### src/smou_pkg.sv
// Shared types, constants and helpers for the small matrix operation unit.
`default_nettype none

package smou_pkg;

  localparam int ValW       = 32;
  localparam int DimW       = 4;
  localparam int RowW       = 3;
  localparam int IdxW       = 3;
  localparam int CountW     = 2 * DimW;
  localparam int MaxDimDef  = 8;
  localparam int CmdDepth   = 2;
  localparam int OutDepth   = 4;
  localparam int OutLvlW    = $clog2(OutDepth + 1);

  typedef enum logic [1:0] {
    OP_EQUAL = 2'd0,
    OP_ADD   = 2'd1,
    OP_SUB   = 2'd2,
    OP_MUL   = 2'd3
  } op_e;

  typedef enum logic [IdxW-1:0] {
    REG_OPERATION = 3'd0,
    REG_ROWS_A    = 3'd1,
    REG_COLS_A    = 3'd2,
    REG_ROWS_B    = 3'd3,
    REG_COLS_B    = 3'd4
  } reg_e;

  typedef enum logic {
    ST_IDLE,
    ST_ISSUE
  } st_e;

  typedef struct packed {
    op_e             op;
    logic [DimW-1:0] rows_a;
    logic [DimW-1:0] cols_a;
    logic [DimW-1:0] rows_b;
    logic [DimW-1:0] cols_b;
  } cfg_t;

  typedef struct packed {
    logic            we;
    logic            sel_b;
    logic [ValW-1:0] data;
  } memwr_t;

  typedef struct packed {
    logic            err;
    logic            first;
    logic            emit;
    logic            last;
    logic [RowW-1:0] row;
    logic [RowW-1:0] col;
  } tag_t;

  typedef struct packed {
    logic [ValW-1:0] value;
    logic [RowW-1:0] row;
    logic [RowW-1:0] col;
    logic            equal;
    logic            status;
    logic            last;
  } res_t;

  function automatic logic dim_ok(logic [DimW-1:0] d, logic [DimW:0] max_dim);
    return (d != '0) && ({1'b0, d} <= max_dim);
  endfunction

endpackage

`default_nettype wire

### src/smou_front.sv
// Front end: configuration registers, shape check and element loading.
`default_nettype none

module smou_front
  import smou_pkg::*;
#(
  parameter int MAX_DIM = MaxDimDef,
  localparam int Depth = MAX_DIM * MAX_DIM,
  localparam int AddrW = (Depth > 1) ? $clog2(Depth) : 1
) (
  input  logic             clk_i,
  input  logic             rst_ni,
  input  logic             cfg_valid_i,
  input  logic [IdxW-1:0]  cfg_index_i,
  input  logic [DimW-1:0]  cfg_data_i,
  input  logic             push_i,
  input  logic [ValW-1:0]  element_i,
  output logic             full_o,
  output cfg_t             cfg_o,
  output memwr_t           wr_o,
  output logic [AddrW-1:0] wr_addr_o,
  output logic             cmd_push_o,
  output logic             cmd_err_o,
  input  logic             cmd_full_i,
  input  logic             run_done_i
);

  localparam logic [DimW:0] MaxDimV = (DimW + 1)'(MAX_DIM);

  cfg_t              cfg_q, cfg_d;
  logic [CountW-1:0] cnt_q, cnt_d;
  logic              in_b_q, in_b_d;
  logic              run_pend_q, run_pend_d;
  logic [CountW-1:0] na, nb, cnt_inc;
  logic              shp_ok, accept, cfg_hit;

  assign na      = CountW'(cfg_q.rows_a) * CountW'(cfg_q.cols_a);
  assign nb      = CountW'(cfg_q.rows_b) * CountW'(cfg_q.cols_b);
  assign cnt_inc = cnt_q + CountW'(1);

  always_comb begin
    shp_ok = dim_ok(cfg_q.rows_a, MaxDimV) && dim_ok(cfg_q.cols_a, MaxDimV) &&
             dim_ok(cfg_q.rows_b, MaxDimV) && dim_ok(cfg_q.cols_b, MaxDimV);
    if (cfg_q.op == OP_MUL) begin
      shp_ok = shp_ok && (cfg_q.cols_a == cfg_q.rows_b);
    end else begin
      shp_ok = shp_ok && (cfg_q.rows_a == cfg_q.rows_b) && (cfg_q.cols_a == cfg_q.cols_b);
    end
  end

  // A pending run owns the stores until the back end has read its last operands.
  assign full_o = cmd_full_i || run_pend_q;
  assign accept = push_i && !full_o;

  always_comb begin
    cfg_d   = cfg_q;
    cfg_hit = 1'b1;
    if (cfg_valid_i) begin
      case (reg_e'(cfg_index_i))
        REG_OPERATION: cfg_d.op     = op_e'(cfg_data_i[1:0]);
        REG_ROWS_A:    cfg_d.rows_a = cfg_data_i;
        REG_COLS_A:    cfg_d.cols_a = cfg_data_i;
        REG_ROWS_B:    cfg_d.rows_b = cfg_data_i;
        REG_COLS_B:    cfg_d.cols_b = cfg_data_i;
        default:       cfg_hit      = 1'b0;
      endcase
    end else begin
      cfg_hit = 1'b0;
    end
  end

  always_comb begin
    cnt_d      = cnt_q;
    in_b_d     = in_b_q;
    run_pend_d = run_pend_q && !run_done_i;
    cmd_push_o = 1'b0;
    cmd_err_o  = 1'b0;
    wr_o.we    = 1'b0;
    wr_o.sel_b = in_b_q;
    wr_o.data  = element_i;
    wr_addr_o  = cnt_q[AddrW-1:0];
    if (accept) begin
      if (!shp_ok) begin
        cmd_push_o = 1'b1;
        cmd_err_o  = 1'b1;
        cnt_d      = '0;
        in_b_d     = 1'b0;
      end else begin
        wr_o.we = 1'b1;
        if (in_b_q && (cnt_inc == nb)) begin
          cmd_push_o = 1'b1;
          run_pend_d = 1'b1;
          cnt_d      = '0;
          in_b_d     = 1'b0;
        end else if (!in_b_q && (cnt_inc == na)) begin
          cnt_d  = '0;
          in_b_d = 1'b1;
        end else begin
          cnt_d = cnt_inc;
        end
      end
    end
    if (cfg_hit) begin
      cnt_d  = '0;
      in_b_d = 1'b0;
    end
  end

  always_ff @(posedge clk_i or negedge rst_ni) begin
    if (!rst_ni) begin
      cfg_q.op     <= OP_EQUAL;
      cfg_q.rows_a <= DimW'(1);
      cfg_q.cols_a <= DimW'(1);
      cfg_q.rows_b <= DimW'(1);
      cfg_q.cols_b <= DimW'(1);
      cnt_q        <= '0;
      in_b_q       <= 1'b0;
      run_pend_q   <= 1'b0;
    end else begin
      cfg_q      <= cfg_d;
      cnt_q      <= cnt_d;
      in_b_q     <= in_b_d;
      run_pend_q <= run_pend_d;
    end
  end

  assign cfg_o = cfg_q;

endmodule

`default_nettype wire

### config.mk
export PLATFORM = sky130hd
export DESIGN_NAME = smou_front
export DESIGN_NICKNAME = d
export VERILOG_FILES = /design/src/smou_pkg.sv /design/src/smou_front.sv
export SDC_FILE = /design/constraint.sdc
export NUM_CORES = 1
export LEC_CHECK = 0
export BUFFER_PORTS_ARGS = -buffer_cell sky130_fd_sc_hd__buf_2
export CAP_MARGIN = 20
export CORE_MARGIN = 1.5
export CORE_UTILIZATION = 55
export CTS_CLUSTER_DIAMETER = 50
export DETAILED_ROUTE_END_ITERATION = 8
export HOLD_SLACK_MARGIN = 0.02
export PLACE_DENSITY = 0.95
export SYNTH_ARGS = -nofsm -noshare
export SYNTH_HDL_FRONTEND = slang
export SYNTH_SLANG_ARGS = --single-unit
### constraint.sdc
create_clock -name clk_i -period 6.27 [get_ports clk_i]
set_clock_uncertainty 0.2 [all_clocks]
set_input_delay 0.3135 -clock clk_i [delete_from_list [all_inputs] [get_ports clk_i]]
set_output_delay 0.3135 -clock clk_i [all_outputs]
set_load 0.05 [all_outputs]
== Word level (Yosys, flattened, before mapping) ==
Index checks and enable logic that the tools add are counted.

* Register bits: 28
* Bits of input ports: 45

* Reduce and logical (&&, ||, !) cells: 31
* Magnitude comparators: 4
* Multiplexer cells: 23
* $add $sub $neg: 1
* $mul: 2
* Equality and inequality tests: 11

{| class="wikitable"
|+ Operators with widths
! cell !! number
|-
| 2-to-1 mux 8 bit || 5
|-
| 2-to-1 mux 1 bit || 18
|-
| equality test 8 bit || 2
|-
| less-or-equal comparator 4 bit, second input constant || 4
|-
| multiplier 4 x 4 -> 8 bit || 2
|-
| nonzero test 4 bit || 4
|-
| logical AND 1 bit || 14
|-
| equality test 4 bit || 3
|-
| AND reduction 2 bit || 6
|-
| adder 8 x 1 -> 8 bit, second input constant || 1
|-
| equality test 3 x 2 -> 1 bit, second input constant || 2
|-
| OR reduction 5 bit || 1
|-
| inequality test 4 x 1 -> 1 bit, second input constant || 1
|-
| equality test 3 x 1 -> 1 bit, second input constant || 1
|-
| equality test 3 bit, second input constant || 1
|-
| logical NOT 1 bit || 3
|-
| logical NOT 3 bit || 1
|-
| equality test 2 bit, second input constant || 1
|-
| nonzero test 2 bit || 1
|-
| logical OR 1 bit || 1
|}

== Longest topological paths before layout ==
Gate-level depths: netlist of run 1.

* Depth after elaboration: 11
* Mapped depth: 14

== Least setup slack after synthesis of run 1 ==
OpenSTA, ideal clock, no wires.

* Path kind: reg2out
* Start point: register cfg_q (netlist bit cfg_o[3])
* End point: output port cmd_push_o
* Setup slack: 1.731 ns
* Cell stages (with the launch flop): 13
* Path buffers: 1
* Arrival: 4.025 ns
* Path through: dfrtp_1 > clkbuf_1 > nand2_1 > fa_1 > fa_1 > inv_1 > ha_1 > a21o_1 > a21oi_1 > o21ai_0 > xor2_1 > a41oi_4 > nor2_1

* Word-level cells in the longest chain between the ends: 8

{| class="wikitable"
|+ RTL lines
! what !! RTL line !! text
|-
| start, declared || smou_front.sv:30 || <nowiki>cfg_t cfg_q, cfg_d;</nowiki>
|-
| start signal, assigned || smou_front.sv:120 || <nowiki>cfg_q <= cfg_d;</nowiki>
|-
| branches (longest 6 deep; another with multiplier 4 x 4 -> 8 bit) || - ||
|-
| 2-to-1 mux 1 bit * || smou_front.sv:83 || <nowiki>if (!shp_ok) begin</nowiki>
|-
| 2-to-1 mux 1 bit * || smou_front.sv:82 || <nowiki>if (accept) begin</nowiki>
|-
| end, declared || smou_front.sv:22 || <nowiki>output logic cmd_push_o,</nowiki>
|}

Mark *: on every way between the ends.

== Worst setup path after layout of run 1 ==
* Start point: register cfg_q (netlist bit cfg_o[4])
* End point: output port cmd_push_o

* Word-level cells in the longest chain between the ends: 9

{| class="wikitable"
|+ RTL lines
! what !! RTL line
|-
| branches (longest 7 deep; another with multiplier 4 x 4 -> 8 bit) || -
|-
| 2-to-1 mux 1 bit * || smou_front.sv:83
|-
| 2-to-1 mux 1 bit * || smou_front.sv:82
|}

Marks and branches as above.

==> flow_metrics.env, run 1 <==
export IMPL_cp_cell_sequence="nand2_1 > fa_1 > fa_1 > inv_1 > ha_1 > a21o_1 > a21oi_1 > o21ai_0 > xor2_1 > a41oi_4 > nor2_1 > buf_2"
export IMPL_rows=26
export IMPL_synth_xor_area_share_pct=14.07
export IMPL_io_pins=106
export IMPL_synth_top_cell_area_share_pct=20.46
export IMPL_async_reset_ff_share_pct=100.0
export IMPL_drt_total_wl_mm=5.778
export IMPL_max_cap_viol_count=0
export IMPL_end_kind="primary output"
export IMPL_coreArea_sq_um=5140
export IMPL_dr_pass1_iters=4
export IMPL_dr_first_iter_drc_count=67
export IMPL_initial_core_util_pct=57.11
export IMPL_synth_compound_area_share_pct=6.905
export IMPL_crit_fanout=9
export IMPL_cts_setup_buffers=0
export IMPL_cp_arrival_ns=3.92
export IMPL_vias=2102
export IMPL_final_core_util_pct=57.89
export IMPL_yosysUniqueCellTypes=44
export IMPL_ys_seq_elements=28
export IMPL_globalplace_congestion=0.9399
export IMPL_antenna_found_initial=0
export IMPL_startpoint_type="flip-flop"
export IMPL_synth_fa_ha_area_share_pct=16.11
export IMPL_grt_max_degree=29
export IMPL_period_needed_ns=4.429
export IMPL_cts_hold_buf=2
export IMPL_synth_top_family_by_area="simple AND/OR/NAND/NOR gates"
export IMPL_setup_viol=0
export IMPL_syn_area_sq_um=2935
export IMPL_min_from="cfg_data_i[1]"
export IMPL_synthToLayoutAreaGrowth_pct=1.364
export IMPL_grt_pass1_vias=2120
export IMPL_grt_ovfl_total=0
export IMPL_hpwlAfterDp_mm=4.503
export IMPL_die_w_microns=76.06
export IMPL_layout_setup_ws_ns=1.841
export IMPL_dp_cells=376
export IMPL_clk_pin_slew_ns=0.11
export IMPL_power_density_nw_per_um2=314.0
export IMPL_numCtsBuffers=3
export IMPL_cp_required_ns=5.76
export IMPL_fillers=448
export IMPL_crit_reg2reg_launch="cfg_o[4]"
export IMPL_grt_pass1_wl_mm=9.646
export IMPL_track_usage_pct=20.34
export IMPL_synthMuxAreaShare_pct=6.905
export IMPL_fin_nets=391
export IMPL_fp_dieArea_sq_um=5784
export IMPL_synth_top_flop_cell="dfrtp_1"
export IMPL_total_power_mw=0.9343
export IMPL_outcome="completed"
export IMPL_startpoint="cfg_o[4]"
export IMPL_cts_buffer_depth=2
export IMPL_finalHoldViolCount=0
export IMPL_tns_ns=0
export IMPL_yosys_top_cells_area="dfrtp_1 (20%), ha_1 (11%), buf_4 (10%)"
export IMPL_slew_headroom_pct=40.16
export IMPL_syn_avg_cell_area_sq_um=9.318
export IMPL_yosysWarnings=0
export IMPL_drive_gt1_share_pct=24.36
export IMPL_crit_slowest_cell="dfstp_2"
export IMPL_die_h_microns=76.06
export IMPL_cts_htree_levels=1
export IMPL_final_area_sq_um=2975
export IMPL_tightest_slew_ns=0.8882
export IMPL_path_class="flip-flop to primary output"
export IMPL_drcViolationCount=0
export IMPL_ys_seq_area_share_pct=24.04
export IMPL_synth_edf_count=0
export IMPL_clock_latency_ns=0.29
export IMPL_cts_num_sinks=28
export IMPL_n_antenna_cell=0
export IMPL_post_drt_wl_per_cell_microns=15.13
export IMPL_cts_root_buf="clkbuf_8"
export IMPL_finalCritPeriodShare_pct=70.63
export IMPL_fmax_ghz=0.2258
export IMPL_synth_cells=315
export IMPL_routed_via_density=5.503
export IMPL_final_cells=382
export IMPL_vdd_drop_max_uv=205.2
export IMPL_port_buffers=41
export IMPL_cts_tree="done"
export IMPL_leakage_nw=1.433
export IMPL_rsz0062_at_grt="false"
export IMPL_drv_slew=0
export IMPL_timing_hold_ws_ns=0.1371
export IMPL_yosys_area_share_simple_pct=18.20
export IMPL_placed_area_sq_um=2884
export IMPL_yosys_area_top_type="dfrtp_1"
export IMPL_cpMostUsedCell="fa_1"
export IMPL_crit_path_max_incr_delay_ns=0.62
export IMPL_post_cts_resized=0
export IMPL_hp_class="input port to flip-flop"
export IMPL_place_ws_ns=2.150
export IMPL_antenna_left=0
export IMPL_synthesis_nets=393
==> sequential cells by signal, indices dropped and copies added (netlist names) <==
register    flops
cfg_o          18
in_b_q          1
cnt_q           8
run_pend_q      1
==> worst max-delay path: cells and delay by family (launching register included) <==
kind | cells | cell delay, ns
flip-flops | 1 | 0.62
AO/OA/AOI/OAI | 4 | 0.74
XOR/XNOR | 1 | 0.29
adder cells (fa/ha/maj) | 3 | 1.43
AND/OR/NAND/NOR | 2 | 0.24
buffers and inverters | 2 | 0.33
==> path summary, 6_finish.rpt <==
check                        endpoint  slack, ns  cells past startpoint
setup reg to reg             cnt_q[3]       2.32                     12
min in group asynchronous    cnt_q[4]       0.37                      2
hold / removal               cfg_o[5]       0.14                      2
hold reg to reg            run_pend_q       0.34                      2
setup / recovery           cmd_push_o       1.84                     12
max in group asynchronous    cfg_o[9]       5.08                      2
==> cells in the mapped netlist, drive strengths merged, types with 2 or more instances <==
library cell / number
nor2: 8
nand2b: 2
inv: 16
o2111ai: 2
and2: 17
buf: 47
mux2: 18
dfrtp: 24
ha: 25
nand3: 3
xor2: 20
nand4: 7
nand2: 37
fa: 8
xnor2: 22
a21o: 3
nor4: 2
nor3b: 4
nor3: 12
nor2b: 2
a21oi: 8
dfstp: 4
xnor3: 2
o21ai: 8
clkbuf: 3
==> per-layer routing <==
metal / GRT usage [%] / up-vias / share of wire (%)
met2: 36.22 / 79 / 51
met4: 4.074 / 0 / 0.81
met5: 0 / - / 0
met3: 5.749 / 9 / 7.1
li1: - / 1018 / -
met1: 24.62 / 996 / 41
==> logic make-up (layout without fill, tap and decap cells) <==
| kind of cell | after synthesis | in the layout |
|---|---|---|
| simple gates | 98 | 98 |
| buf+inv | 66 | 63 |
| xor+xnor | 44 | 44 |
| fa+ha+maj | 33 | 33 |
| compound gates | 28 | 28 |
| flops | 28 | 28 |
| mux | 18 | 18 |
==> cells in the final DEF, fill, tap and decap left out, types with 4 or more instances in the layout <==
cell type / Yosys / routed
nor3_1: 10 / 10
dfstp_2: 4 / 4
nand2_1: 37 / 37
xnor2_1: 22 / 22
xor2_1: 20 / 20
inv_1: 16 / 16
mux2_2: 18 / 18
o21ai_0: 5 / 5
buf_2: 8 / 41
ha_1: 25 / 25
and2_1: 17 / 17
nand4_1: 6 / 6
fa_1: 8 / 8
a21oi_1: 8 / 8
nor2_1: 7 / 7
nor3b_1: 4 / 4
dfrtp_1: 24 / 24
==> layout make-up <==
cell class | count | area (sq um) | share of cell area (%)
clock buffer | 3 | 41.29 | 1.388
clock inverter | 1 | 30.03 | 1.009
inverter | 16 | 60.06 | 2.019
multi-input combinational | 221 | 1826 | 61.35
sequential | 28 | 705.7 | 23.72
tap | 70 | 87.58 | 2.944
timing repair buffer | 43 | 225.2 | 7.569
==> power breakdown <==
part | internal, mW | switching, mW | leakage [nW]
combinational | 0.207 | 0.305 | 1.05
clock | 0.0857 | 0.0619 | 0.0357
sequential | 0.211 | 0.0638 | 0.350
No activity file was read; power rests on OpenSTA's default activity.
==> run 2, diff against run 1 <==
--- a/config.mk
+++ b/config.mk
@@ -8,11 +8,11 @@
 export BUFFER_PORTS_ARGS = -buffer_cell sky130_fd_sc_hd__buf_2
 export CAP_MARGIN = 20
 export CORE_MARGIN = 1.5
-export CORE_UTILIZATION = 55
+export CORE_UTILIZATION = 51
 export CTS_CLUSTER_DIAMETER = 50
 export DETAILED_ROUTE_END_ITERATION = 8
 export HOLD_SLACK_MARGIN = 0.02
-export PLACE_DENSITY = 0.95
+export PLACE_DENSITY = 0.93
 export SYNTH_ARGS = -nofsm -noshare
 export SYNTH_HDL_FRONTEND = slang
 export SYNTH_SLANG_ARGS = --single-unit
==> constraint.sdc (replaced) <==
create_clock -name clk_i -period 4.5 [get_ports clk_i]
set_clock_uncertainty 0.2 [all_clocks]
set_input_delay 0.225 -clock clk_i [delete_from_list [all_inputs] [get_ports clk_i]]
set_output_delay 0.225 -clock clk_i [all_outputs]
set_load 0.05 [all_outputs]
==> flow_metrics.env, run 2 (synthesis gave the netlist of run 1 again) <==
export IMPL_reg2reg_slack_ns=0.52
export IMPL_grt_max_degree=29
export IMPL_cts_num_sinks=28
export IMPL_crit_reg2reg_launch="cfg_o[4]"
export IMPL_vias=2128
export IMPL_coreArea_sq_um=5540
export IMPL_min_from="cfg_data_i[0]"
export IMPL_slew_headroom_pct=38.00
export IMPL_dr_pass1_iters=4
export IMPL_hold_depth=2
export IMPL_antenna_found_initial=0
export IMPL_io_pins=106
export IMPL_r2r_end="cnt_q[3]"
export IMPL_drcViolationCount=0
export IMPL_synthToLayoutAreaGrowth_pct=2.046
export IMPL_drive_gt1_share_pct=24.84
export IMPL_post_drt_wl_per_cell_microns=15.30
export IMPL_rows=27
export IMPL_end_kind="primary output"
export IMPL_routed_via_density=5.513
export IMPL_power_density_nw_per_um2=438.5
export IMPL_startpoint_type="flip-flop"
export IMPL_hpwlAfterDp_mm=4.579
export IMPL_globalplace_congestion=0.9105
export IMPL_dr_first_iter_drc_count=74
export IMPL_drv_slew=0
export IMPL_final_area_sq_um=2995
export IMPL_clk_pin_slew_ns=0.10
export IMPL_clock_latency_ns=0.29
export IMPL_track_usage_pct=20.09
export IMPL_outcome="completed"
export IMPL_leakage_nw=1.441
export IMPL_fp_dieArea_sq_um=6220
export IMPL_rsz0062_at_grt="false"
export IMPL_r2r_worst_path_cells=12
export IMPL_port_buffers=41
export IMPL_max_cap_viol_count=0
export IMPL_crit_fanout=7
export IMPL_hp_class="input port to flip-flop"
export IMPL_p_seq_share_pct=29.1
export IMPL_vdd_drop_max_uv=269.7
export IMPL_grt_ovfl_total=0
export IMPL_cts_buffer_depth=2
export IMPL_fin_nets=393
export IMPL_initial_core_util_pct=52.98
export IMPL_combPwrFrac_pct=55.3
export IMPL_grt_pass1_vias=2114
export IMPL_cts_root_buf="clkbuf_8"
export IMPL_cts_htree_levels=1
export IMPL_grt_pass1_wl_mm=9.936
export IMPL_fmax_ghz=0.2307
export IMPL_final_cell_mix="buf_2 (40), nand2_1 (37), ha_1 (25), dfrtp_1 (24), xnor2_1 (22)"
export IMPL_numCtsBuffers=3
export IMPL_swShare_pct=46.08
export IMPL_total_power_mw=1.314
export IMPL_antenna_left=0
export IMPL_die_h_microns=78.87
export IMPL_cp_required_ns=4.07
export IMPL_largest_reg_flops=18
export IMPL_cp_arrival_ns=3.91
export IMPL_final_common_cell="buf_2"
export IMPL_cts_tree="done"
export IMPL_period_needed_ns=4.334
export IMPL_setup_viol=0
export IMPL_finalHoldViolCount=0
export IMPL_internal_power_mw=0.7083
export IMPL_die_w_microns=78.87
export IMPL_placed_area_sq_um=2887
export IMPL_finalCritPeriodShare_pct=96.32
export IMPL_tns_ns=0
export IMPL_min_delay_worst_endpoint="cfg_o[0]"
export IMPL_tightest_slew_ns=0.9202
export IMPL_power_switching_mw=0.6053
export IMPL_drt_total_wl_mm=5.905
export IMPL_n_antenna_cell=0
export IMPL_p_clk_share_pct=15.6
export IMPL_path_class="flip-flop to primary output"
## run 2: worst max-delay path: stages, from the launching register on
cell and delay (ns):
dfstp_2 0.60, nand2_1 0.09, fa_1 0.51, fa_1 0.61, inv_1 0.06, ha_1 0.29, a21o_1 0.18, a21oi_1 0.22
o21ai_0 0.17, xor2_1 0.29, a41oi_4 0.22, nor2_1 0.13, clkbuf_4 0.24
## run 2: power by group through the flow
| stage | sequential, mW | combinational, mW | clock [mW] |
|---|---|---|---|
| floorplan | 0.459 | 0.573 | 0 |
| global placement | 0.382 | 0.686 | 0 |
| detailed placement | 0.386 | 0.715 | 0 |
| CTS | 0.381 | 0.726 | 0.212 |
| global route | 0.392 | 0.797 | 0.222 |
| finish | 0.382 | 0.727 | 0.205 |
## run 2: final cells by class
| cell class | instances | area [sq um] |
|---|---|---|
| inverter | 16 | 60.06 |
| sequential | 28 | 705.7 |
| multi-input combinational | 221 | 1826 |
| clock buffer | 3 | 41.29 |
| fill | 503 | 2545 |
| timing repair buffer | 45 | 242.7 |
| clock inverter | 1 | 30.03 |
| tap | 72 | 90.09 |
## run 2: timing repair
item,CTS,global route
endpoints found under the setup margin,0,1
hold buffers,2,0
resized for setup,0,1
setup buffers,0,2
hold endpoints to repair,25,0
## run 2: metrics by stage
| step | worst slack [ns] | hold WS [ns] | util, % | cells |
|---|---|---|---|---|
| 6_report | 0.1658 | 0.04431 | 54.07 | 386 |
| 5_1_grt | 0.02167 | 0.03860 | 54.07 | 386 |
| 4_1_cts | 0.08789 | 0.03474 | 53.75 | 384 |
| 3_5_place_dp | 0.4401 | 0.08369 | 52.10 | 378 |
| 3_3_place_gp | 0.5640 | 0.06737 | 52.10 | 378 |
| 2_1_floorplan | 0.04977 | -0.2706 | - | 315 |
## run 2: worst max-delay path by stage
stage / startpoint / end / depth (start not counted)
3_3_place_gp: cfg_o[4] / cmd_push_o / 12
4_1_cts: cfg_o[4] / cmd_push_o / 12
5_1_grt: cfg_o[4] / cmd_push_o / 12
6_report: cfg_o[4] / cmd_push_o / 12
3_5_place_dp: cfg_o[4] / cmd_push_o / 12
2_1_floorplan: cfg_o[3] / cmd_push_o / 12
## run 2: layer usage
metal  vias to the layer above  GRT usage, %  share of wire, %
met1                      1021         25.29                44
met4                         0         5.263               1.2
li1                       1019             -                 -
met3                        12         4.713               6.5
met2                        76         34.66                48
met5                         -             0                 0
