==> config.mk <==
export PLATFORM = sky130hd
export DESIGN_NAME = smou_fifo
export DESIGN_NICKNAME = d
export VERILOG_FILES = /design/src/smou_pkg.sv /design/src/smou_fifo.sv
export SDC_FILE = /design/constraint.sdc
export NUM_CORES = 1
export LEC_CHECK = 0
export BUFFER_PORTS_ARGS = -buffer_cell sky130_fd_sc_hd__buf_4
export CAP_MARGIN = 20
export CELL_PAD_IN_SITES_DETAIL_PLACEMENT = 0
export CELL_PAD_IN_SITES_GLOBAL_PLACEMENT = 1
export CORE_AREA = 2 2 39 41
export DETAILED_ROUTE_END_ITERATION = 8
export DIE_AREA = 0 0 41 43
export PLACE_DENSITY = 0.45
export REMOVE_ABC_BUFFERS = 1
export SYNTH_ARGS = -nofsm -noshare
export SYNTH_HDL_FRONTEND = slang
export SYNTH_SLANG_ARGS = --single-unit
export TNS_END_PERCENT = 100
==> constraint.sdc <==
create_clock -name clk_i -period 2.8 [get_ports clk_i]
set_input_delay 0.28 -clock clk_i [delete_from_list [all_inputs] [get_ports clk_i]]
set_output_delay 0.28 -clock clk_i [all_outputs]
set_load 0.005 [all_outputs]
==> src/smou_pkg.sv <==
// Shared types, constants and helpers for the small matrix operation unit.
`default_nettype none

package smou_pkg;

  localparam int ValW       = 32;
  localparam int DimW       = 4;
  localparam int RowW       = 3;
  localparam int IdxW       = 3;
  localparam int CountW     = 2 * DimW;
  localparam int MaxDimDef  = 8;
  localparam int CmdDepth   = 2;
  localparam int OutDepth   = 4;
  localparam int OutLvlW    = $clog2(OutDepth + 1);

  typedef enum logic [1:0] {
    OP_EQUAL = 2'd0,
    OP_ADD   = 2'd1,
    OP_SUB   = 2'd2,
    OP_MUL   = 2'd3
  } op_e;

  typedef enum logic [IdxW-1:0] {
    REG_OPERATION = 3'd0,
    REG_ROWS_A    = 3'd1,
    REG_COLS_A    = 3'd2,
    REG_ROWS_B    = 3'd3,
    REG_COLS_B    = 3'd4
  } reg_e;

  typedef enum logic {
    ST_IDLE,
    ST_ISSUE
  } st_e;

  typedef struct packed {
    op_e             op;
    logic [DimW-1:0] rows_a;
    logic [DimW-1:0] cols_a;
    logic [DimW-1:0] rows_b;
    logic [DimW-1:0] cols_b;
  } cfg_t;

  typedef struct packed {
    logic            we;
    logic            sel_b;
    logic [ValW-1:0] data;
  } memwr_t;

  typedef struct packed {
    logic            err;
    logic            first;
    logic            emit;
    logic            last;
    logic [RowW-1:0] row;
    logic [RowW-1:0] col;
  } tag_t;

  typedef struct packed {
    logic [ValW-1:0] value;
    logic [RowW-1:0] row;
    logic [RowW-1:0] col;
    logic            equal;
    logic            status;
    logic            last;
  } res_t;

  function automatic logic dim_ok(logic [DimW-1:0] d, logic [DimW:0] max_dim);
    return (d != '0) && ({1'b0, d} <= max_dim);
  endfunction

endpackage

`default_nettype wire

==> src/smou_fifo.sv <==
// Small synchronous queue used for the command and result paths.
`default_nettype none

module smou_fifo
  import smou_pkg::*;
#(
  parameter int WIDTH = 1,
  parameter int DEPTH = 2,
  localparam int PtrW = (DEPTH > 1) ? $clog2(DEPTH) : 1,
  localparam int LvlW = $clog2(DEPTH + 1)
) (
  input  logic             clk_i,
  input  logic             rst_ni,
  input  logic             push_i,
  input  logic [WIDTH-1:0] data_i,
  input  logic             pop_i,
  output logic [WIDTH-1:0] data_o,
  output logic             empty_o,
  output logic             full_o,
  output logic [LvlW-1:0]  level_o
);

  logic [WIDTH-1:0] mem_q [DEPTH];
  logic [PtrW-1:0]  wr_ptr_q, wr_ptr_d;
  logic [PtrW-1:0]  rd_ptr_q, rd_ptr_d;
  logic [LvlW-1:0]  lvl_q, lvl_d;
  logic             do_push, do_pop;

  assign do_push = push_i && !full_o;
  assign do_pop  = pop_i && !empty_o;

  always_comb begin
    wr_ptr_d = wr_ptr_q;
    rd_ptr_d = rd_ptr_q;
    lvl_d    = lvl_q;
    if (do_push) begin
      wr_ptr_d = (32'(wr_ptr_q) == DEPTH - 1) ? '0 : wr_ptr_q + PtrW'(1);
    end
    if (do_pop) begin
      rd_ptr_d = (32'(rd_ptr_q) == DEPTH - 1) ? '0 : rd_ptr_q + PtrW'(1);
    end
    if (do_push && !do_pop) begin
      lvl_d = lvl_q + LvlW'(1);
    end else if (do_pop && !do_push) begin
      lvl_d = lvl_q - LvlW'(1);
    end
  end

  always_ff @(posedge clk_i or negedge rst_ni) begin
    if (!rst_ni) begin
      wr_ptr_q <= '0;
      rd_ptr_q <= '0;
      lvl_q    <= '0;
    end else begin
      wr_ptr_q <= wr_ptr_d;
      rd_ptr_q <= rd_ptr_d;
      lvl_q    <= lvl_d;
    end
  end

  always_ff @(posedge clk_i) begin
    if (do_push) begin
      mem_q[wr_ptr_q] <= data_i;
    end
  end

  assign data_o  = mem_q[rd_ptr_q];
  assign empty_o = (lvl_q == '0);
  assign full_o  = (lvl_q == LvlW'(DEPTH));
  assign level_o = lvl_q;

endmodule

`default_nettype wire

Yosys cells after proc, flatten, opt, wreduce, memory -nomap -nowiden

Memory sizes are Yosys's and may differ from the RTL's.
Index checks and enable logic that the tools add are counted.

Bits in registers: 4
Memory bits (writable): 2
Word-level logic and storage cells: 25
Memories: 1

$add $sub $neg: 4
Equal/unequal tests: 1
Multiplexer cells: 6
Reductions and logical operators: 10

Memories:

| name  | words | width | rd ports | clocked after memory_dff | wr ports | line            | RTL |
|---|---|---|---|---|---|---|---|
| mem_q | 2     | 1     | 1        | 0                        | 1        | smou_fifo.sv:23 | `logic [WIDTH-1:0] mem_q [DEPTH];` |

Operators by type and width:

| cell                | number |
|---|---|
| $logic_and 1x1->1   | 4 |
| $logic_not 1->1     | 4 |
| $mux 1              | 4 |
| $mux 2              | 2 |
| $add 1x1->1 const B | 2 |
| $add 2x1->2 const B | 1 |
| $eq 2x2->1 const B  | 1 |
| $logic_not 2->1     | 1 |
| $reduce_bool 2->1   | 1 |
| $sub 2x1->2 const B | 1 |

Longest topological paths before layout

Gate-level depths: netlist of the first run.

Depth after elaboration: 7
Gate-level depth with buffers: 7
Mapped depth without buffers: 7

Least setup slack after synthesis of the first run

OpenSTA, ideal clock, no wires.

Path type: register to register
Start: register lvl_q[0] (netlist: level_o[0])
End: register lvl_q[1] (netlist: level_o[1])
Setup time: 0.079 ns
Arrival: 1.331 ns
Required time: 2.721 ns
Setup slack: 1.389 ns
Stages on the path, launching flop included: 7
Buffers on the path: 0
Clock period less this slack: 1.411 ns
Path through: dfrtp_1 nand2b_1 nand2_1 inv_1 ha_1 nor2_1 xor2_1

Cells in the longest elaborated chain, start to end: 6

Ends and longest elaborated chain:

| element                     | line            | RTL |
|---|---|---|
| start: declaration          | smou_fifo.sv:26 | `logic [LvlW-1:0] lvl_q, lvl_d;` |
| start signal: assignment    | smou_fifo.sv:57 | `lvl_q <= lvl_d;` |
| $eq 2x2->1 (*)              | smou_fifo.sv:69 | `assign full_o = (lvl_q == LvlW'(DEPTH));` |
| $logic_not 1->1 (*)         | smou_fifo.sv:29 | `assign do_push = push_i && !full_o;` |
| $logic_and 1x1->1 (*)       | smou_fifo.sv:29 |  |
| net do_push                 | smou_fifo.sv:27 | `logic do_push, do_pop;` |
| $logic_not 1->1             | smou_fifo.sv:44 | `end else if (do_pop && !do_push) begin` |
| $logic_and 1x1->1           | smou_fifo.sv:44 |  |
| $reduce_bool 2->1 (no line) | --              |  |

The timed path passes the listed nets; every way through them passes the cells marked *. The select of a mux whose other input is x is not followed.
A chain may end at the register's enable or synchronous reset.

Worst setup path after layout of the first run

Ends and elaborated chain as after synthesis.

==> results.toml, run 1 <==
[status]
outcome = "complete, no violations"

[cts]
postCtsSetupRepairBufs = 0
htreeDepth = 1
clk_latency_ns = 0.24
cts_tree = "yes"
cts.clk_slew.worst_paths_ns = 0.05
cts-root-buf = "clkbuf_4"
ctsResizeCount = 0
cts_buffers = 3
cts_sinks = 6
hold_buffers = 1
cts_buffer_depth = 2

[detailed_routing]
via_count = 200
drc = 0
viasPerCell = 3.85
wl_per_cell_um = 9.08
first_pass_iters = 3
first_iter_violations = 1
drtAntennaViolNets = 0
routed_wirelength_um = 472

[yosys]
synthAdderAreaFrac = 0.0467
synth_area_um2 = 268
syn_inst = 22
synth-compound-area-share = 0.0187
synth_top_area_cell = "dfrtp_1"
yosys-mux-area-fraction = 0.0421
synth_top_family_by_area = "XOR/XNOR gates"
yosys_warnings = 0
synth-simple-area-share = 0.103
synthTopCellsByArea = "dfrtp_1 (37%), edfxtp_1 (22%), xnor2_1 (9.8%)"
yosysSeqAreaShare = 0.598
synth_top_area_share = 0.374
avgSynthCellArea_um2 = 12.2
synth_xor_area_frac = 0.164
synth_seq_cells = 6
ys_types = 12

[timing]
drv_slew = 0
tightestPinTransition_ns = 0.200
setup_viol = 0
period_minus_slack_ns = 1.52
fin_skew_ns = 0.00322
finalHoldViolations = 0
period_share = 0.542
fmax_ghz = 0.658
rsz0062_at_grt = "no"
relSlewSlack = 0.866
tns_ns = 0

[finish]
final_area_um2 = 392
antennaDiodeCount = 0
layout_commonest_cell = "buf_4"
fillCellCount = 149
fin_cells = 52
fin_util = 0.283
nNetsFinal = 43
area_growth_pct = 46.3
layout_common_cells = "buf_4 (9), dfrtp_1 (4), nor2_1 (3), xnor2_1 (3), clkbuf_4 (3)"
layout-drive-gt1-share = 0.361

[setup_path]
critPathMostFrequentCell = "xor2_1"
cp.required_ns = 2.96
critPathCapture = "level_o[1]$_DFFE_PN0P_"
criticalPathCategory = "register to register"
r2r_start = "level_o[0]$_DFFE_PN0P_"
cp.arrival_ns = 1.68
crit_family = "simple AND/OR/NAND/NOR gates"
crit_chain = "nand2b_1 -> nand2_1 -> inv_1 -> ha_1 -> xor2_1 -> nor2_1 -> xor2_1"
critical_path_buf_inv_count = 1
worstRegToRegCells = 7
critPathLaunchType = "register"
cp_max_fo = 6
rrSetupSlack_ns = 1.28
worst-path-stages = 7
setup.worst_path.end_class = "register"
worstReg2RegEnd = "level_o[1]$_DFFE_PN0P_"
cp_slowest_stage_delay_ns = 0.44
cp_slowest_cell = "dfrtp_1"
cp-startpoint = "level_o[0]$_DFFE_PN0P_"

[hold_path]
hp-class = "input pin to register"

[global_routing]
grt_start_max_net_pins = 7
grt_overflow = 0
grt_pass1_vias = 177
antenna_found_initial = 0
grt_first_pass_wirelength_um = 731
gr-usage-all-layers = 0.0696

[pwr]
seqPwrFrac = 0.396
p_int_uw = 292
sw_frac_of_total = 0.317
vdd_drop_max_v = 0.000341
pwr-share-clk = 0.200
combPwrFrac = 0.404
p_switching_uw = 136
p_total_uw = 428
powerDensity_mw_per_mm2 = 1090
p_leak_nw = 0.189

[place]
io_buffers = 9
dp.cells = 47
routabilityCongestion = 0.670
place_area_um2 = 355

[floorplanning]
rows = 14
die-area_mm2 = 0.00176
ios = 10
die_w_um = 41
coreArea_mm2 = 0.00138
die_height_um = 43
initial_core_util = 0.193

[run]
maxCapViolCount = 0
Yosys cell counts, drive strengths merged:
master	n
dfrtp	4
nor2	3
xnor2	3
edfxtp	2
inv	2
xor2	2
and3	1
ha	1
mux2	1
nand2	1
nand2b	1
o21ai	1
state kept, by name, indices dropped and copies added, names as in the netlist:
signal / cells
wr_ptr_q: 1
mem_q: 2
level_o: 2
rd_ptr_q: 1
kinds of logic (layout without fill, tap and decap cells):
group,Yosys count,after routing
fa+ha+maj,1,1
compound gates,1,1
simple gates,6,6
mux,1,1
flops,6,6
xor+xnor,5,5
buf+inv,2,16
worst register-to-register path, stage by stage (launching register included):
cell	delay (ns)
dfrtp_1	0.44
nand2b_1	0.21
nand2_1	0.14
inv_1	0.07
ha_1	0.20
xor2_1	0.14
nor2_1	0.11
xor2_1	0.14
layout make-up:
| type | instances | area [µm²] | area share |
|---|---|---|---|
| inverters | 2 | 7.51 | 0.0192 |
| clock buffers | 4 | 26.3 | 0.0671 |
| repair buffers | 10 | 77.6 | 0.198 |
| well taps | 16 | 20.0 | 0.0511 |
| multi-input cells | 14 | 100 | 0.256 |
| flip-flops and latches | 6 | 160 | 0.409 |
how the worst min path moves through the flow:
stage           start                     end  slack, ns  cells after the start
2_1_floorplan  rst_ni  level_o[0]$_DFFE_PN0P_      -0.02                      0
3_3_place_gp   rst_ni    rd_ptr_q$_DFFE_PN0P_       0.08                      1
3_5_place_dp   rst_ni    wr_ptr_q$_DFFE_PN0P_       0.08                      1
4_1_cts        data_i      mem_q[0]$_DFFE_PP_       0.21                      1
5_1_grt        data_i      mem_q[0]$_DFFE_PP_       0.21                      1
6_report       data_i      mem_q[0]$_DFFE_PP_       0.22                      1
layer usage:
layer  part of all wire  vias to the layer above  GRT usage  wire (µm)
met2               0.53                        4     0.0938        249
li1                   -                      100          -          -
met4              0.030                        0     0.0600         14
met5                  0                        -          0          0
met1               0.40                       94     0.0686        189
met3              0.040                        2     0.0471         19
power groups by stage:
| stage | Combinational, mW | Sequential, mW | Clock, mW |
|---|---|---|---|
| finish | 0.173 | 0.170 | 0.0857 |
| global route | 0.191 | 0.177 | 0.0984 |
| CTS | 0.178 | 0.171 | 0.0909 |
| detailed placement | 0.175 | 0.173 | 0 |
| global placement | 0.176 | 0.171 | 0 |
| floorplan | 0.103 | 0.165 | 0 |
stage by stage:
stage               setup slack [ns]  hold WS [ns]
detailed placement              1.28        0.0789
floorplan                       1.39       -0.0156
global route                    1.16         0.205
global placement                1.28        0.0783
finish                          1.28         0.224
CTS                             1.26         0.211
Power figures use the tool's default switching activity.
==> run 2: changes to the inputs <==
--- a/config.mk
+++ b/config.mk
@@ -5,6 +5,7 @@
 export SDC_FILE = /design/constraint.sdc
 export NUM_CORES = 1
 export LEC_CHECK = 0
+export ABC_AREA = 1
 export BUFFER_PORTS_ARGS = -buffer_cell sky130_fd_sc_hd__buf_4
 export CAP_MARGIN = 20
 export CELL_PAD_IN_SITES_DETAIL_PLACEMENT = 0
@@ -12,7 +13,7 @@
 export CORE_AREA = 2 2 39 41
 export DETAILED_ROUTE_END_ITERATION = 8
 export DIE_AREA = 0 0 41 43
-export PLACE_DENSITY = 0.45
+export PLACE_DENSITY = 0.51
 export REMOVE_ABC_BUFFERS = 1
 export SYNTH_ARGS = -nofsm -noshare
 export SYNTH_HDL_FRONTEND = slang
==> constraint.sdc (replaced) <==
create_clock -name clk_i -period 1.5 [get_ports clk_i]
set_input_delay 0.15 -clock clk_i [delete_from_list [all_inputs] [get_ports clk_i]]
set_output_delay 0.15 -clock clk_i [all_outputs]
set_load 0.005 [all_outputs]
==> results.toml, run 2 <==
[setup_path]
critPathLaunchType = "register"
r2r_start = "level_o[0]$_DFFE_PN0P_"
setup.worst_path.end_class = "register"
cp.required_ns = 1.64
cp.arrival_ns = 1.48
cp_max_fo = 4
cp-startpoint = "level_o[0]$_DFFE_PN0P_"
criticalPathCategory = "register to register"

[pwr]
p_int_uw = 552
sw_frac_of_total = 0.362
pwr-share-clk = 0.192
p_leak_nw = 0.236
p_total_uw = 864
powerDensity_mw_per_mm2 = 1980
p_switching_uw = 313
vdd_drop_max_v = 0.000580
seqPwrFrac = 0.337
combPwrFrac = 0.471

[place]
place_area_um2 = 400
dp.cells = 63
routabilityCongestion = 0.665
io_buffers = 9
place_ws_ns = 0.131

[cts]
cts_buffers = 3
clk_latency_ns = 0.25
cts_buffer_depth = 2
postCtsSetupRepairBufs = 0
cts_sinks = 6
htreeDepth = 1
cts.clk_slew.worst_paths_ns = 0.05
cts-root-buf = "clkbuf_4"
cts_tree = "yes"

[finish]
layout_commonest_cell = "nand2_1"
nNetsFinal = 59
fillCellCount = 150
fin_cells = 68
multi_input_area_um2 = 115
antennaDiodeCount = 0
layout_common_cells = "nand2_1 (12), buf_4 (10), inv_1 (8)"
final_area_um2 = 437
seq_area_um2 = 160
layout-drive-gt1-share = 0.288
area_growth_pct = 43.0
fin_util = 0.316

[floorplanning]
coreArea_mm2 = 0.00138
initial_core_util = 0.221
rows = 14
ios = 10
die_height_um = 43
die_w_um = 41
die-area_mm2 = 0.00176

[timing]
setup_slack_ns = 0.150
whs_ns = 0.0823
tns_ns = 0
finalHoldViolations = 0
drv_slew = 0
fin_skew_ns = 0.00590
tightestPinTransition_ns = 0.255
fmax_ghz = 0.741
rsz0062_at_grt = "no"
period_minus_slack_ns = 1.35
period_share = 0.900
setup_viol = 0
relSlewSlack = 0.828

[yosys]
synth_area_um2 = 305
synth-simple-area-share = 0.275
avgSynthCellArea_um2 = 8.25
yosysSeqAreaShare = 0.525
ys_types = 12
synth_common_cells = "nand2_1 (12), inv_1 (8), dfrtp_1 (4)"
synth_xor_area_frac = 0.0287
syn_inst = 37
yosys-mux-area-fraction = 0
synthTopCellsByArea = "dfrtp_1 (33%), edfxtp_1 (20%), nand2_1 (15%)"
synth_seq_cells = 6
async_flop_share = 0.667
synth_top_family_by_area = "simple AND/OR/NAND/NOR gates"
yosysMostFrequentCell = "nand2_1"
synth_top_area_share = 0.328
synthFlopType = "dfrtp_1"
synth-edff-count = 2
synth_top_area_cell = "dfrtp_1"
yosys_warnings = 0
synth-compound-area-share = 0.0328
synthAdderAreaFrac = 0.0410

[detailed_routing]
routed_wirelength_um = 566
wl_met1_um = 296
via_count = 252
routed.top_layer = "met3"
drtAntennaViolNets = 0
wl_per_cell_um = 8.32
first_pass_iters = 4
wl_met2_um = 238
viasPerCell = 3.71
dr_wl_met3_um = 31
drc = 0
first_iter_violations = 6

[global_routing]
antenna_found_initial = 0
gr-usage-all-layers = 0.0850
grt_overflow = 0
grt_pass1_vias = 244
grt_start_max_net_pins = 6
grt_first_pass_wirelength_um = 952

[run]
maxCapViolCount = 0

[hold_path]
min_from = "data_i"
hp-class = "input pin to register"

[status]
outcome = "complete, no violations"
==> run 2: cell type report <==
cell class,count,area share
Clock buffer,4,0.0602
Inverter,8,0.0688
Multi-Input combinational cell,23,0.264
Sequential cell,6,0.367
Tap cell,16,0.0458
Timing Repair Buffer,11,0.195
==> run 2: path summary, 6_finish.rpt <==
check                                          to  depth (start not counted)  slack [ns]
max                        level_o[1]$_DFFE_PN0P_                          6        0.15
min                            mem_q[0]$_DFFE_PP_                          1        0.08
max reg2reg                level_o[1]$_DFFE_PN0P_                          6        0.15
min reg2reg                  wr_ptr_q$_DFFE_PN0P_                          2        0.48
max in group asynchronous  level_o[0]$_DFFE_PN0P_                          2        1.16
min in group asynchronous    wr_ptr_q$_DFFE_PN0P_                          2        0.23
==> run 2: cell families after synthesis <==
logic type	count (synthesis)
and+or+nand+nor	19
buffers and inverters	8
DFF	6
AOI/OAI and AO/OA	2
xor gates and xnor gates	1
adders and majority gates	1
==> run 2: power groups by stage <==
stage | registers [mW] | clock network, mW | logic [mW]
4_1_cts | 0.291 | 0.173 | 0.417
5_1_grt | 0.302 | 0.182 | 0.484
3_5_place_dp | 0.293 | 0 | 0.412
6_report | 0.291 | 0.166 | 0.407
3_3_place_gp | 0.292 | 0 | 0.408
2_1_floorplan | 0.301 | 0 | 0.224
==> run 2: repair_timing <==
action	4_1_cts	5_1_grt
gates resized for setup	0	0
hold buffers	1	0
endpoints found under the hold margin	4	0
==> run 2: worst max-delay path, cell delays in order (launching register included) <==
cell and delay (ns):
dfrtp_1 0.41, o21ai_0 0.26, ha_1 0.31, inv_1 0.08
nand3_1 0.08, nand2_1 0.06, nand2_1 0.04
==> run 2: per-layer routing <==
layer | global-route usage | up-vias
li1 | - | 143
met1 | 0.122 | 101
met2 | 0.0906 | 8
met3 | 0.0314 | 0
met4 | 0.0800 | 0
met5 | 0 | -
==> run 3: changes to the inputs <==
--- a/config.mk
+++ b/config.mk
@@ -13,7 +13,7 @@
 export CORE_AREA = 2 2 39 41
 export DETAILED_ROUTE_END_ITERATION = 8
 export DIE_AREA = 0 0 41 43
-export PLACE_DENSITY = 0.51
+export PLACE_DENSITY = 0.53
 export REMOVE_ABC_BUFFERS = 1
 export SYNTH_ARGS = -nofsm -noshare
 export SYNTH_HDL_FRONTEND = slang
==> constraint.sdc (replaced) <==
create_clock -name clk_i -period 1.2 [get_ports clk_i]
set_input_delay 0.12 -clock clk_i [delete_from_list [all_inputs] [get_ports clk_i]]
set_output_delay 0.12 -clock clk_i [all_outputs]
set_load 0.005 [all_outputs]
==> results.toml, run 3 (synthesized netlist as in run 2, its figures left out) <==
[finish]
antennaDiodeCount = 0
area_growth_pct = 77.0
fin_cells = 75
fin_util = 0.391
layout_common_cells = "buf_4 (14), nand2_1 (11), inv_1 (5)"
fillCellCount = 143
layout_commonest_cell = "buf_4"
nNetsFinal = 66
layout-drive-gt1-share = 0.525

[pwr]
p_int_uw = 889
p_leak_nw = 0.277
seqPwrFrac = 0.275
vdd_drop_max_v = 0.000971
p_switching_uw = 504
p_total_mw = 1.39
pwr-share-clk = 0.146
combPwrFrac = 0.580
powerDensity_mw_per_mm2 = 2580
sw_frac_of_total = 0.362

[setup_path]
cp.required_ns = 1.33
rrSetupSlack_ns = -0.06
criticalPathCategory = "register to register"
critPathLaunchType = "register"
setup.worst_path.end_class = "register"
cp_max_fo = 4
cp.arrival_ns = 1.39

[detailed_routing]
wl_per_cell_um = 9.55
first_iter_violations = 5
drc = 0
first_pass_iters = 4
via_count = 304
viasPerCell = 4.05
routed_wirelength_um = 716
drtAntennaViolNets = 0

[cts]
htreeDepth = 1
cts_sinks = 6
cts.clk_slew.worst_paths_ns = 0.05
cts_buffers = 3
cts-root-buf = "clkbuf_4"
cts_tree = "yes"
cts_buffer_depth = 2
clk_latency_ns = 0.24

[timing]
tightestPinTransition_ns = 0.219
period_share = 1.05
setup_viol = 3
setup_slack_ns = -0.0575
whs_ns = 0.0649
period_minus_slack_ns = 1.26
relSlewSlack = 0.854
finalHoldViolations = 0
fin_skew_ns = 0.00308
rsz0062_at_grt = "yes"
fmax_ghz = 0.795
drv_slew = 0

[floorplanning]
rows = 14
initial_core_util = 0.221
die-area_mm2 = 0.00176
die_w_um = 41
ios = 10
die_height_um = 43
coreArea_mm2 = 0.00138

[place]
dp.cells = 68
place.detailed.hpwl_um = 502
place_ws_ns = -0.130
routabilityCongestion = 0.697
io_buffers = 9

[run]
maxCapViolCount = 0

[hold_path]
hp-class = "input pin to register"

[status]
outcome = "finished with violations"
violations = "negative setup slack"

[global_routing]
grt_pass1_vias = 282
grt_overflow = 0
grt_first_pass_wirelength_mm = 1.06
gr-usage-all-layers = 0.0924
grt_start_max_net_pins = 6
antenna_found_initial = 0
## run 3: cell types whose count changed in the layout (fill, tap and decap cells not counted), moves of 2 or more
cell and change:
o21ai_2 +2, nor2_4 +2, inv_1 -3, buf_6 +3
buf_4 +4, o21ai_0 -2, inv_2 +3
## run 3: path summary, 6_finish.rpt
kind	from	endpoint	cells past startpoint
min in group asynchronous	rst_ni	rd_ptr_q$_DFFE_PN0P_	2
worst min-delay path	data_i	mem_q[1]$_DFFE_PP_	1
max in group asynchronous	rst_ni	level_o[1]$_DFFE_PN0P_	2
worst max register to register	level_o[1]$_DFFE_PN0P_	level_o[1]$_DFFE_PN0P_	8
worst max-delay path	level_o[1]$_DFFE_PN0P_	level_o[1]$_DFFE_PN0P_	8
worst min register to register	wr_ptr_q$_DFFE_PN0P_	wr_ptr_q$_DFFE_PN0P_	2
## run 3: metrics by stage
step,TNS [ns],area (µm²)
2_1_floorplan,-0.132,305
3_3_place_gp,-0.102,438
3_5_place_dp,-0.132,438
4_1_cts,-0.319,502
5_1_grt,-0.419,541
6_report,-0.142,541
## run 3: layer usage
metal	vias up	GRT usage	routed length, µm
met3	0	0.0314	53
met2	8	0.131	372
li1	160	-	-
met5	-	0	0
met4	0	0.0600	0
met1	136	0.113	289
## run 3: repair_timing
action,in CTS,in global routing
gates resized for setup,3,13
endpoints found under the hold margin,4,0
gates cloned,0,0
hold buffers,1,0
setup endpoints to repair,2,7
buffers inserted,3,0
pin swaps,2,5
## run 3: worst max-delay path: stages (launching register included)
cell and delay, ns:
dfrtp_1 0.42, inv_2 0.10, nor2_4 0.05, nor2_4 0.15
ha_4 0.22, inv_2 0.06, nand3_2 0.05, nand2_1 0.05
nand2_1 0.05
## run 3: power groups by stage
stage / Combinational, mW / Clock (mW) / Sequential [mW]
2_1_floorplan: 0.280 / 0 / 0.377
3_3_place_gp: 0.609 / 0 / 0.360
3_5_place_dp: 0.617 / 0 / 0.365
4_1_cts: 0.706 / 0.213 / 0.371
5_1_grt: 0.904 / 0.221 / 0.397
6_report: 0.808 / 0.203 / 0.383
## run 3: area by class of cell
| class | instances | area [µm²] | share of cell area |
|---|---|---|---|
| flip-flops and latches | 6 | 160 | 0.296 |
| multi-input cells | 23 | 155 | 0.287 |
| repair buffers | 18 | 149 | 0.275 |
| inverters | 8 | 30.0 | 0.0556 |
| clock buffers | 4 | 26.3 | 0.0486 |
| well taps | 16 | 20.0 | 0.0370 |
